--- src/hdl/fcdb_pkg.sv ---
`timescale 1ns / 1ps

package fcdb_pkg;

    localparam int VLEN_W = 11;
    localparam int OCNT_W = 16;
    localparam int IDX_W  = 10;
    localparam int VAL_W  = 16;
    localparam int BIAS_W = 32;
    localparam int PROD_W = 32;
    localparam int ACC_W  = 48;

    typedef enum logic
    {
        ACT_LOAD   = 1'b0,
        ACT_WEIGHT = 1'b1
    } action_t;

    localparam logic REG_VECTOR_LENGTH = 1'b0;
    localparam logic REG_OUTPUT_COUNT  = 1'b1;

    typedef struct packed
    {
        logic                     row_end;
        logic                     last_row;
        logic [OCNT_W-1:0]        row_index;
        logic signed [BIAS_W-1:0] bias;
    } row_tag_t;

endpackage

--- src/hdl/fcdb_mac.sv ---
`timescale 1ns / 1ps

module fcdb_mac (
    input  logic                                   clk,
    input  logic                                   rst_n,
    input  logic                                   in_valid,
    input  logic signed [fcdb_pkg::VAL_W-1:0]      src,
    input  logic signed [fcdb_pkg::VAL_W-1:0]      weight,
    input  fcdb_pkg::row_tag_t                     tag,
    input  logic                                   out_ready,
    output logic                                   advance,
    output logic                                   out_valid,
    output logic signed [fcdb_pkg::ACC_W-1:0]      out_result,
    output logic [fcdb_pkg::OCNT_W-1:0]            out_row,
    output logic                                   out_last
);

    localparam int EXT_P = fcdb_pkg::ACC_W - fcdb_pkg::PROD_W;
    localparam int EXT_B = fcdb_pkg::ACC_W - fcdb_pkg::BIAS_W;

    logic                                 s2_valid_reg;
    logic signed [fcdb_pkg::PROD_W-1:0]   s2_prod_reg;
    fcdb_pkg::row_tag_t                   s2_tag_reg;

    logic [fcdb_pkg::ACC_W-1:0]           acc_reg;
    logic [fcdb_pkg::ACC_W-1:0]           acc_next;
    logic [fcdb_pkg::ACC_W-1:0]           acc_sum;

    logic                                 s3_valid_reg;
    logic [fcdb_pkg::ACC_W-1:0]           s3_sum_reg;
    fcdb_pkg::row_tag_t                   s3_tag_reg;

    logic                                 out_valid_reg;
    logic [fcdb_pkg::ACC_W-1:0]           out_result_reg;
    logic [fcdb_pkg::OCNT_W-1:0]          out_row_reg;
    logic                                 out_last_reg;

    // freeze the whole pipe while a finished result waits
    assign advance = !out_valid_reg || out_ready;

    assign acc_sum = acc_reg + {{EXT_P{s2_prod_reg[fcdb_pkg::PROD_W-1]}}, s2_prod_reg};

    always_comb
    begin
        acc_next = acc_reg;
        if (s2_valid_reg)
        begin
            acc_next = s2_tag_reg.row_end ? '0 : acc_sum;
        end
    end

    always_ff @(posedge clk or negedge rst_n)
    begin
        if (!rst_n)
        begin
            s2_valid_reg  <= 1'b0;
            s3_valid_reg  <= 1'b0;
            out_valid_reg <= 1'b0;
            acc_reg       <= '0;
        end
        else if (advance)
        begin
            s2_valid_reg  <= in_valid;
            s3_valid_reg  <= s2_valid_reg && s2_tag_reg.row_end;
            out_valid_reg <= s3_valid_reg;
            acc_reg       <= acc_next;
        end
    end

    always_ff @(posedge clk)
    begin
        if (advance)
        begin
            s2_prod_reg    <= src * weight;
            s2_tag_reg     <= tag;
            s3_sum_reg     <= acc_sum;
            s3_tag_reg     <= s2_tag_reg;
            out_result_reg <= s3_sum_reg
                              + {{EXT_B{s3_tag_reg.bias[fcdb_pkg::BIAS_W-1]}}, s3_tag_reg.bias};
            out_row_reg    <= s3_tag_reg.row_index;
            out_last_reg   <= s3_tag_reg.last_row;
        end
    end

    assign out_valid  = out_valid_reg;
    assign out_result = out_result_reg;
    assign out_row    = out_row_reg;
    assign out_last   = out_last_reg;

endmodule

--- config.mk ---
export PLATFORM = sky130hd
export DESIGN_NAME = fcdb_mac
export DESIGN_NICKNAME = d
export VERILOG_FILES = /design/src/hdl/fcdb_pkg.sv /design/src/hdl/fcdb_mac.sv
export SDC_FILE = /design/constraint.sdc
export NUM_CORES = 1
export LEC_CHECK = 0
export BUFFER_PORTS_ARGS = -buffer_cell sky130_fd_sc_hd__buf_2
export CORE_UTILIZATION = 35
export CTS_BUF_LIST = sky130_fd_sc_hd__clkbuf_8
export CTS_CLUSTER_DIAMETER = 50
export DETAILED_ROUTE_END_ITERATION = 8
export GPL_ROUTABILITY_DRIVEN = 0
export PLACE_DENSITY_LB_ADDON = 0.2
export RECOVER_POWER = 100
export REMOVE_ABC_BUFFERS = 1
export SYNTH_ARGS = -nofsm -noshare
export SYNTH_HDL_FRONTEND = slang
export SYNTH_SLANG_ARGS = --single-unit
--- constraint.sdc ---
create_clock -name clk -period 11.9 [get_ports clk]
set_input_delay 2.38 -clock clk [delete_from_list [all_inputs] [get_ports clk]]
set_output_delay 2.38 -clock clk [all_outputs]
set_load 0.01 [all_outputs]
==> results.tsv, run 1 <==
stage	metric	value	unit
run_status	status	finished with violations	
run_status	violations	capacitance limit, slew limit	
global_routing	grt_pass1_wl	87730	um
critical_path	crit_chain	clkbuf_1, nand2_1, fa_1, fa_1, inv_1, fa_1, fa_1, fa_1, inv_1, fa_1, inv_1, ha_1, and3_1, nand3_1, or2_2, o22ai_1, o211ai_1, a21o_1, a21boi_0, or3_1, nand3_1	
floorplan	die_w	264.9	um
route	antenna_left	0	
global_routing	antenna_found_initial	2	
placed_design	placement.io_buffers	152	
floorplan	core_area	68470	um^2
sta	tightest_slew	3.597	ns
min_path	hold_path_class	reg2reg	
logic_synthesis	synth_edf_count	244	
clocking	clkTransAtPathRegs	0.06	ns
route	wl_met3	2583	um
global_routing	grt_max_degree	71	
route	vias_per_cell	4.910	
sta	slew_headroom	-139.8	%
clocking	cts_hold_buf	0	
final_layout	final_util	39.02	%
logic_synthesis	syn_area_per_cell	10.95	um^2
final_layout	fillers	6679	
sta	setup_viol	0	
route	drt-initial-drc-count	716	
flow_run	drv_cap	5	
critical_path	required	12.23	ns
route	wl_met1	26290	um
route	wl_met2	24410	um
clocking	h-tree-depth	2	
logic_synthesis	ys_seq_elements	295	
logic_synthesis	synth_common_cells	inv_1, fa_1, edfxtp_1	
logic_synthesis	syn-cell-area	24180	um^2
route	wl	54410	um
logic_synthesis	synth_area_leaders	edfxtp_1, fa_1, ha_1	
critical_path	crit_fanout	16	
sta	maxSlewViolCount	301	
clocking	cts_buffer_depth	3	
logic_synthesis	yosys_warnings	0	
critical_path	start_kind	input port	
sta	post-route-min-period	8.120	ns
clocking	cts_setup_buffers	0	
logic_synthesis	synth_cells	2209	
critical_path	cp.arrival	8.45	ns
critical_path	endpoint_kind	flop	
sta	holdWs	0.4138	ns
floorplan	die_area	70150	um^2
route	drc	0	
logic_synthesis	synth_top_flop_cell	edfxtp_1	
route	wire_per_inst	16.65	um
sta	max_freq	0.1231	GHz
clocking	numCtsBuffers	46	
final_layout	area_growth	10.48	%
sta	rsz0062_at_grt	no	
floorplan	start_util	35.32	%
clocking	insertion_delay	0.58	ns
logic_synthesis	synth_seq_area_share	35.58	%
logic_synthesis	synthMostInstantiatedCell	inv_1	
critical_path	path_delay_family	adder cells	
sta	hold_viol_final	0	
logic_synthesis	ys_types	77	
sta	period_share	68.24	%
critical_path	crit_buf_inv	4	
clocking	cts_tree	built	
critical_path	cpMaxStageDelayCell	clkbuf_1	
final_layout	nNetsFinal	2874	
logic_synthesis	yosys.area.top_type	edfxtp_1	
clocking	cts_resized	0	
logic_synthesis	synth_top_area_share	30.30	%
final_layout	fin_area	26720	um^2
critical_path	cp_common_cell	fa_1	
route	via_count	16050	
global_routing	grt_pass1_vias	16660	
floorplan	std_cell_rows	96	
logic_synthesis	ys_async_sr_fraction	17.29	%
sta	fin_skew	0.02462	ns
global_routing	grt_usage	15.46	%
final_layout	largest_reg_flops	50	
critical_path	max_stage_delay	0.62	ns
final_layout	drive_above_1_share	7.002	%
placed_design	dp.final_hpwl	42710	um
global_routing	grt-ovfl-total	0	
floorplan	die_height	264.9	um
critical_path	crit_type	in2reg	
floorplan	io_pins	153	
clocking	cts_root_buffer	clkbuf_8	
clocking	cts.sinks	295	
route	dr.max_layer_used	met5	
route	drtPass1Iterations	6	
placed_design	dpl_cell_area	25860	um^2
[path summary, 6_finish.rpt]
path,slack [ns],endpoint,start,cells past startpoint
max,3.78,s2_prod_reg[30],src[10],21
min,0.41,s3_tag_reg[17],s2_tag_reg[17],0
max reg2reg,5.39,out_result[41],out_valid,4
min reg2reg,0.41,s3_tag_reg[17],s2_tag_reg[17],0
max in group asynchronous,7.40,acc_reg[4],rst_n,2
min in group asynchronous,2.84,acc_reg[44],rst_n,2
[cells in the final DEF (no fill, tap or decap), types with 50 or more instances in the layout]
cell	synthesis	layout
fa_1	264	264
a21o_1	55	55
edfxtp_1	244	244
xnor2_1	79	79
nor2_1	62	62
buf_2	1	79
inv_1	327	331
dfrtp_1	51	51
nand2_1	202	201
ha_1	176	176
o21ai_0	61	65
and2_1	131	125
clkbuf_1	66	79
a21oi_1	125	127
clkbuf_8	0	50
[metal layers]
| metal | vias to the layer above | track usage, % |
|---|---|---|
| met4 | 2 | 3.921 |
| met1 | 7777 | 21.93 |
| met2 | 431 | 25.03 |
| li1 | 7764 | - |
| met5 | - | 0 |
| met3 | 71 | 1.876 |
[cells by family (layout without fill, tap and decap cells)]
kind of cell / count (synthesis) / count (layout) / share of synthesized area, %
buffers and inverters: 396 / 572 / 6.157
XOR/XNOR: 120 / 120 / 4.346
AND/OR/NAND/NOR: 521 / 521 / 10.65
multiplexers: 3 / 3 / 0.1293
flip-flops: 295 / 295 / 35.58
adder cells (fa/ha/maj): 440 / 440 / 30.96
AO/OA/AOI/OAI: 434 / 434 / 12.18
other: 0 / 1 / 0
[layout make-up]
cell class	count	area (um^2)	share of cell area [%]
multi-input cells	1518	14020	52.47
flip-flops and latches	295	8603	32.20
inverters	327	1227	4.594
well taps	882	1104	4.130
repair buffers	160	706.9	2.646
clock buffers	50	688.2	2.576
clock inverters	35	366.6	1.372
diodes	1	2.502	0.009366
[stage by stage]
step	std cells	TNS, ns	worst slack, ns
after floorplan	2140	-69.69	-1.809
final	3268	0	3.780
after global routing	3268	0	3.140
after global placement	3182	0	3.548
after detailed placement	3182	0	3.438
after CTS	3267	0	4.091
Power of run 1 is not shown: default switching activity piles up to over one toggle a cycle in this logic, so the estimate is an artifact.
==> inputs of run 2 (changes only) <==
==> constraint.sdc (replaced) <==
create_clock -name clk -period 7.15 [get_ports clk]
set_input_delay 1.43 -clock clk [delete_from_list [all_inputs] [get_ports clk]]
set_output_delay 1.43 -clock clk [all_outputs]
set_load 0.01 [all_outputs]
==> results.tsv, run 2 (synthesis results as in run 1) <==
stage	metric	value	unit	change
final_layout	final_cells	3331		+1.9%
floorplan	die_area	70150	um^2	unchanged
floorplan	io_pins	153		unchanged
critical_path	crit_type	in2reg		
sta	rsz0062_at_grt	no		
clocking	insertion_delay	0.58	ns	about the same
critical_path	cp.arrival	6.92	ns	-1.53 ns
final_layout	largest_reg_flops	50		unchanged
sta	post-route-min-period	6.586	ns	
global_routing	grt_pass1_wl	89170	um	+1.6%
critical_path	required	7.48	ns	-4.75 ns
critical_path	start_kind	input port		
route	wire_per_inst	16.34	um	-1.9%
clocking	cts_resized	0		unchanged
global_routing	grt-ovfl-total	0		unchanged
global_routing	grt_usage	15.65	%	+0.19 points
floorplan	die_height	264.9	um	unchanged
final_layout	drive_above_1_share	9.358	%	+2.4 points
sta	fin_ws	0.5641	ns	-3.216 ns
route	drc	0		unchanged
floorplan	die_w	264.9	um	unchanged
placed_design	placed_cells	3248		+2.1%
floorplan	start_util	35.32	%	unchanged
sta	fin_skew	0.01671	ns	-0.007911 ns
placed_design	dp.final_hpwl	43610	um	+2.1%
sta	setup_viol	0		unchanged
clocking	clkTransAtPathRegs	0.06	ns	about the same
sta	maxSlewViolCount	191		-37%
min_path	min_path_cells	0		unchanged
final_layout	layout_commonest_cell	inv_1		
floorplan	std_cell_rows	96		unchanged
sta	holdWs	0.4172	ns	+0.003346 ns
critical_path	crit_fanout	8		-8
clocking	cts_buffer_depth	3		unchanged
critical_path	endpoint_kind	flop		
floorplan	core_area	68470	um^2	unchanged
route	antenna_left	0		unchanged
final_layout	area_growth	12.14	%	
global_routing	grt_max_degree	116		+63%
global_routing	grt_pass1_vias	17190		+3.2%
clocking	cts_tree	built		
final_layout	nNetsFinal	2940		+2.3%
route	drt-initial-drc-count	881		+23%
clocking	cts.sinks	295		unchanged
sta	max_freq	0.1518	GHz	
clocking	cts_hold_buf	0		unchanged
placed_design	placement.io_buffers	152		unchanged
global_routing	antenna_found_initial	3		+1
clocking	h-tree-depth	2		unchanged
route	drtPass1Iterations	5		-1
clocking	numCtsBuffers	46		unchanged
route	via_count	16300		+1.6%
sta	tightest_slew	3.566	ns	-0.03056 ns
sta	period_share	92.11	%	
route	wl	54430	um	about the same
clocking	cts_root_buffer	clkbuf_8		
route	vias_per_cell	4.894		-0.32%
critical_path	r2r_cells	6		+2
min_path	hold_path_class	reg2reg		
sta	hold_viol_final	0		unchanged
final_layout	layout_common_cells	inv_1, fa_1, edfxtp_1, nand2_1, ha_1		
placed_design	dp_slack	-0.05591	ns	-3.494 ns
flow_run	drv_cap	3		-2
run_status	status	finished with violations		
sta	slew_headroom	-137.8	%	+2.0 points
run_status	violations	capacitance limit, slew limit		
clocking	cts_setup_buffers	0		unchanged
==> run 2: cell types whose count changed in the layout (fill, tap and decap cells not counted), moves of 2 or more <==
cell,previous run,this run
buf_4,2,67
inv_1,331,336
bufinv_16,7,3
clkinv_1,9,6
buf_12,0,2
clkbuf_1,79,77
clkbuf_2,0,2
==> run 2: cell type report <==
type / count / area, um^2
Fill cell: 6696 / 41350
Multi-Input combinational cell: 1518 / 14020
Sequential cell: 295 / 8603
Timing Repair Buffer: 226 / 1232
Inverter: 327 / 1227
Tap cell: 882 / 1104
Clock buffer: 51 / 701.9
Clock inverter: 30 / 225.2
Antenna cell: 2 / 5.005
==> run 2: final timing paths <==
kind                                    to           start  slack, ns
max                        s2_prod_reg[29]       weight[1]       0.56
min                            out_row[13]  s3_tag_reg[45]       0.42
max reg2reg                    acc_reg[43]       out_valid       1.57
min reg2reg                    out_row[13]  s3_tag_reg[45]       0.42
max in group asynchronous       acc_reg[4]           rst_n       3.51
min in group asynchronous      acc_reg[44]           rst_n       1.92
==> run 2: critical path: stages <==
cell and delay [ns]:
buf_2 0.19, clkbuf_1 0.33, and2_0 0.23, fa_1 0.43, fa_1 0.56, ha_1 0.14
inv_1 0.05, fa_1 0.48, inv_1 0.06, fa_1 0.53, inv_1 0.05, fa_1 0.48
inv_1 0.04, ha_1 0.35, o21a_1 0.13, o21a_1 0.16, o22a_1 0.24, a31o_2 0.28
a21oi_1 0.20, a21oi_1 0.12, a21oi_1 0.17, nor2b_1 0.18, xnor2_1 0.08
==> run 2: stage by stage <==
stage                     TNS, ns  area, um^2  utilization [%]
after global routing            0       27120            39.61
after detailed placement  -0.1124       26380            38.53
final                           0       27120            39.61
after CTS                       0       27310            39.88
after global placement          0       26380            38.53
after floorplan           -489.81       23920                -
==> run 2: metal layers <==
metal  vias up  wire length, um  GRT usage (%)
met5         -                0              0
met4         0             1317          4.702
met3        89             1895          1.654
met2       341            24960          26.08
met1      7971            26260          21.46
li1       7901                -              -
Power of run 2 is left out for the same reason.
